--- config.mk ---
export PLATFORM = sky130hd
export DESIGN_NAME = des_cell
export DESIGN_NICKNAME = d
export VERILOG_FILES = /design/src/design/des_pkg.sv /design/src/design/des_cell.sv
export SDC_FILE = /design/constraint.sdc
export NUM_CORES = 1
export LEC_CHECK = 0
export ABC_CLOCK_PERIOD_IN_PS = 12600
export BUFFER_PORTS_ARGS = -buffer_cell sky130_fd_sc_hd__buf_4
export CAP_MARGIN = 10
export CORE_MARGIN = 5
export CORE_UTILIZATION = 52
export CTS_CLUSTER_SIZE = 24
export DETAILED_ROUTE_END_ITERATION = 12
export PLACE_DENSITY_LB_ADDON = 0.25
export SYNTH_ARGS = -nofsm -noshare
export SYNTH_HDL_FRONTEND = slang
export SYNTH_SLANG_ARGS = --single-unit
export TNS_END_PERCENT = 10
--- constraint.sdc ---
create_clock -name clk -period 12.6 [get_ports clk]
set_input_delay 1.89 -clock clk [delete_from_list [all_inputs] [get_ports clk]]
set_output_delay 1.89 -clock clk [all_outputs]
set_load 0.005 [all_outputs]
--- src/design/des_pkg.sv ---
// ----------------------------------------------------------------------------
// des_pkg
// Types, codes and the ordering function shared by the entry sorter.
// ----------------------------------------------------------------------------
`timescale 1ns / 1ps

package des_pkg;

    localparam int ID_W       = 16;
    localparam int KEY_W      = 63;
    localparam int CFG_IDX_W  = 1;
    localparam int CFG_DATA_W = 2;

    localparam logic [CFG_IDX_W-1:0] REG_SORT_KEY   = 1'b0;
    localparam logic [CFG_IDX_W-1:0] REG_DESCENDING = 1'b1;

    localparam logic [1:0] KEY_SIZE  = 2'd0;
    localparam logic [1:0] KEY_MTIME = 2'd1;
    localparam logic [1:0] KEY_ATIME = 2'd2;
    localparam logic [1:0] KEY_CTIME = 2'd3;

    typedef struct packed {
        logic [ID_W-1:0]  entry_id;
        logic             is_dir;
        logic [KEY_W-1:0] size_key;
        logic [KEY_W-1:0] mtime_key;
        logic [KEY_W-1:0] atime_key;
        logic [KEY_W-1:0] ctime_key;
        logic             last;
    } des_in_t;

    typedef struct packed {
        logic [ID_W-1:0] out_id;
        logic            out_is_dir;
        logic            out_last;
        logic            overflow;
    } des_out_t;

    typedef struct packed {
        logic             valid;
        logic [ID_W-1:0]  id;
        logic             dir;
        logic [KEY_W-1:0] key;
    } des_entry_t;

    typedef enum logic [1:0] {
        ST_LOAD,
        ST_SORT,
        ST_EMIT
    } des_state_t;

    typedef enum logic [1:0] {
        CELL_HOLD,
        CELL_SHIFT,
        CELL_SORT
    } des_op_t;

    typedef struct packed {
        des_op_t op;
        logic    descending;
    } des_ctrl_t;

    // true if a must be emitted strictly before b
    function automatic logic goes_before(input des_entry_t a, input des_entry_t b,
                                         input logic desc);
        logic res;
        if (a.dir != b.dir)
        begin
            res = a.dir;
        end
        else if (desc)
        begin
            res = (a.key > b.key);
        end
        else
        begin
            res = (a.key < b.key);
        end
        return res;
    endfunction

endpackage

--- src/design/des_cell.sv ---
// ----------------------------------------------------------------------------
// des_cell
// One slot of the sorting chain: shifts, or swaps with its upper or lower neighbour.
// ----------------------------------------------------------------------------
`timescale 1ns / 1ps

module des_cell (
    input  logic                clk,
    input  logic                rst_n,
    input  des_pkg::des_ctrl_t  ctrl,
    input  logic                pair_en,
    input  logic                swap_dn,
    input  des_pkg::des_entry_t lower,
    input  des_pkg::des_entry_t upper,
    output des_pkg::des_entry_t entry,
    output logic                swap_up
);
    import des_pkg::*;

    logic       valid_reg;
    logic       valid_next;
    des_entry_t data_reg;
    des_entry_t data_next;

    assign entry = '{valid: valid_reg, id: data_reg.id, dir: data_reg.dir, key: data_reg.key};

    assign swap_up = pair_en && valid_reg &&
                     (!upper.valid || goes_before(entry, upper, ctrl.descending));

    always_comb
    begin
        data_next = entry;
        case (ctrl.op)
            CELL_SHIFT:
            begin
                data_next = lower;
            end
            CELL_SORT:
            begin
                if (swap_up)
                begin
                    data_next = upper;
                end
                else if (swap_dn)
                begin
                    data_next = lower;
                end
            end
            default:
            begin
                data_next = entry;
            end
        endcase
        valid_next = data_next.valid;
    end

    always_ff @(posedge clk or negedge rst_n)
    begin
        if (!rst_n)
        begin
            valid_reg <= 1'b0;
        end
        else
        begin
            valid_reg <= valid_next;
        end
    end

    always_ff @(posedge clk)
    begin
        data_reg <= data_next;
    end

endmodule

==> results.tsv <==
metric	value	unit
die width	112.3	µm
H-tree depth	3	
Worst Hold Path EP	valid_reg$_DFFE_PN0P_	
hold_sp	valid_reg$_DFFE_PN0P_	
Reg power frac	0.468	
synthesized flop and latch total	81	
Worst Setup End Kind	output pin	
Synth area leaders	edfxtp_1 (44%), mux2_4 (22%), ha_1 (14%), inv_1 (4.3%), a21oi_1 (2.3%)	
GRT overflow	0	
die footprint	12610	µm²
peak supply drop	60.73	µV
total CTS buffers	9	
nets	901	
Core ar.	10280	µm²
GP Congestion	0.8522	
Pleak	3.863	nW
cell area after synthesis	5443	µm²
Final Setup Violations	0	
IO buf count	250	
Clk Latency, worst-skew pair	0.35	ns
fin util	0.7395	
top-area cell type share of the netlist area	0.4414	
Mapped Nets	647	
# fillers	712	
Post-CTS Hold Buffers	0	
Sw Ratio	0.2675	
CTS tree	yes	
Crit Path Class	in2out	
drt pass-1 iters	5	
Ant. Diodes	0	
Initial Util	0.5296	
Setup WS post-layout	6.584	ns
cell taking the most area after synthesis	edfxtp_1	
clock share of power	0.254	
FF-to-FF setup slack	8.20	ns
crit path max fanout	3	
period utilisation layout	0.4774	
initial antenna violation count	0	
pre-CTS WS	6.566	ns
share of cells above drive strength 1	0.5193	
Die Y	112.3	µm
HP Class	reg2reg	
Ports	251	
post-synthesis cell count	415	
Max Buffers Root-to-Sink	2	
Synth-to-Final Area Change	39.63	%
Arr. time, crit path	4.13	ns
vias	4230	
startpoint types	input port	
setup tns final	0	ns
EDFF count, synth	80	
Mapped Avg Cell Area	13.11	µm²
fmax	166.2	MHz
clock-pin slew on the worst setup and hold paths	0.07	ns
max_slew headroom	0.2539	
shortest period the worst path allows	6.016	ns
drt first-iter violations	213	
status	complete, no violations	
Hold Crit Depth	2	
Sink Count	81	
post-CTS sizing	0	
first-pass GRT wire length	23.05	mm
Logic pwr share	0.278	
GRT Overall Usage	0.2294	
R2R Path End	entry[30]$_DFFE_PP_	
Primary FF master, synth	edfxtp_1	
worst path required time	10.71	ns
DR DRC count	0	
Power Internal	537.4	µW
Yosys warnings	0	
# rows	37	
Unique masters post-synth	33	
Tightest Pin Transition	1.119	ns
largest net degree at the start of global routing	81	
setup bufs post-CTS	0	
Setup Skew	0.01526	ns
Root Buffer	clkbuf_8	
max reg flops	80	
final wirelength	14.86	mm
RSZ-0062 raised after global routing	no	
switching pwr	196.3	µW
via-per-instance ratio	5.222	
Seq/Total Area, Yosys	0.4460	
Power Density	96.54	nW/µm²
vias in the first global route	4647	
Max Slew Vio Count	0	
Detailed Place HPWL	12.02	mm
Max Cap Viol	0	
reg-to-reg startpoint	entry[42]$_DFFE_PP_	
Routed Antenna Nets	0	
Final Hold Fails	0	
ys async rst share	0.01235	
post-DR wirelength/cell	18.34	µm
depth of the worst register-to-register path	10	
worst max-delay path, cell delays in order:
cell and delay, ns:
buf_4 0.08, inv_1 0.03, ha_1 0.31, nand4_1 0.20
nor4_2 0.45, nand4_1 0.27, a31oi_1 0.34, a2111oi_4 0.11
nand3_1 0.13, o2111a_1 0.19, buf_4 0.11
metal layers:
metal	part of all wire	GRT usage	up-vias	wire length, µm
li1	-	-	2039	-
met1	0.37	0.2560	1972	5504
met2	0.51	0.4060	182	7567
met3	0.082	0.06307	37	1222
met4	0.038	0.1050	0	565
met5	0	0	-	0
metrics by stage:
step	area, µm²	hold WS (ns)	power [mW]	instances
floorplan	5443	0.5861	0.4494	415
global placement	7415	0.6388	0.5455	794
detailed placement	7415	0.6797	0.5539	794
CTS	7600	0.6835	0.7391	810
global route	7600	0.7131	0.7731	810
finish	7600	0.6770	0.7337	810
cells in the final DEF (no fill, tap or decap), types with 10 or more instances in the layout:
master,n
a21oi_1,25
buf_4,252
edfxtp_1,80
ha_1,63
inv_1,63
mux2_4,78
nand2_1,21
nand3_1,10
nand4_1,12
nor2_1,10
o21ai_0,10
layout make-up:
class,instances,area [µm²],share of cell area
multi-input cells,262,2689,0.3538
flip-flops and latches,81,2427,0.3194
repair buffers,252,1892,0.2489
inverters,63,236.5,0.03112
well taps,136,170.2,0.02239
clock buffers,9,123.9,0.01630
clock inverters,7,61.31,0.008067
kinds of logic after synthesis:
group	synth area share
adders and majority gates	0.1448
AOI/OAI and AO/OA	0.05977
muxes	0.2271
and+or+nand+nor	0.06092
buffers and inverters	0.06138
DFF	0.4460
worst max path at each step:
stage | startpoint | endpoint | slack (ns) | cells past startpoint
CTS | upper[61] | swap_up | 6.55 | 11
global route | upper[61] | swap_up | 6.32 | 11
detailed placement | upper[61] | swap_up | 6.57 | 11
finish | upper[61] | swap_up | 6.58 | 11
global placement | upper[61] | swap_up | 6.66 | 11
floorplan | upper[40] | entry[0]$_DFFE_PP_ | 6.37 | 10
synthesized netlist by cell type (2+ instances only):
library cell	instances
a211oi_1	3
a21oi_1	25
a221oi_1	4
a31oi_1	2
buf_6	8
edfxtp_1	80
ha_1	63
inv_1	63
mux2_2	2
mux2_4	78
mux2i_1	2
nand2_1	21
nand2b_1	5
nand3_1	10
nand4_1	12
nor2_1	10
nor4_1	2
o21ai_0	10
power by group through the flow:
stage,Combinational (mW),Sequential (mW),Clock [mW]
floorplan,0.0998,0.350,0
global placement,0.197,0.348,0
detailed placement,0.205,0.349,0
CTS,0.206,0.343,0.190
global route,0.223,0.346,0.204
finish,0.204,0.343,0.186
No activity file was read; power rests on OpenSTA's default activity.
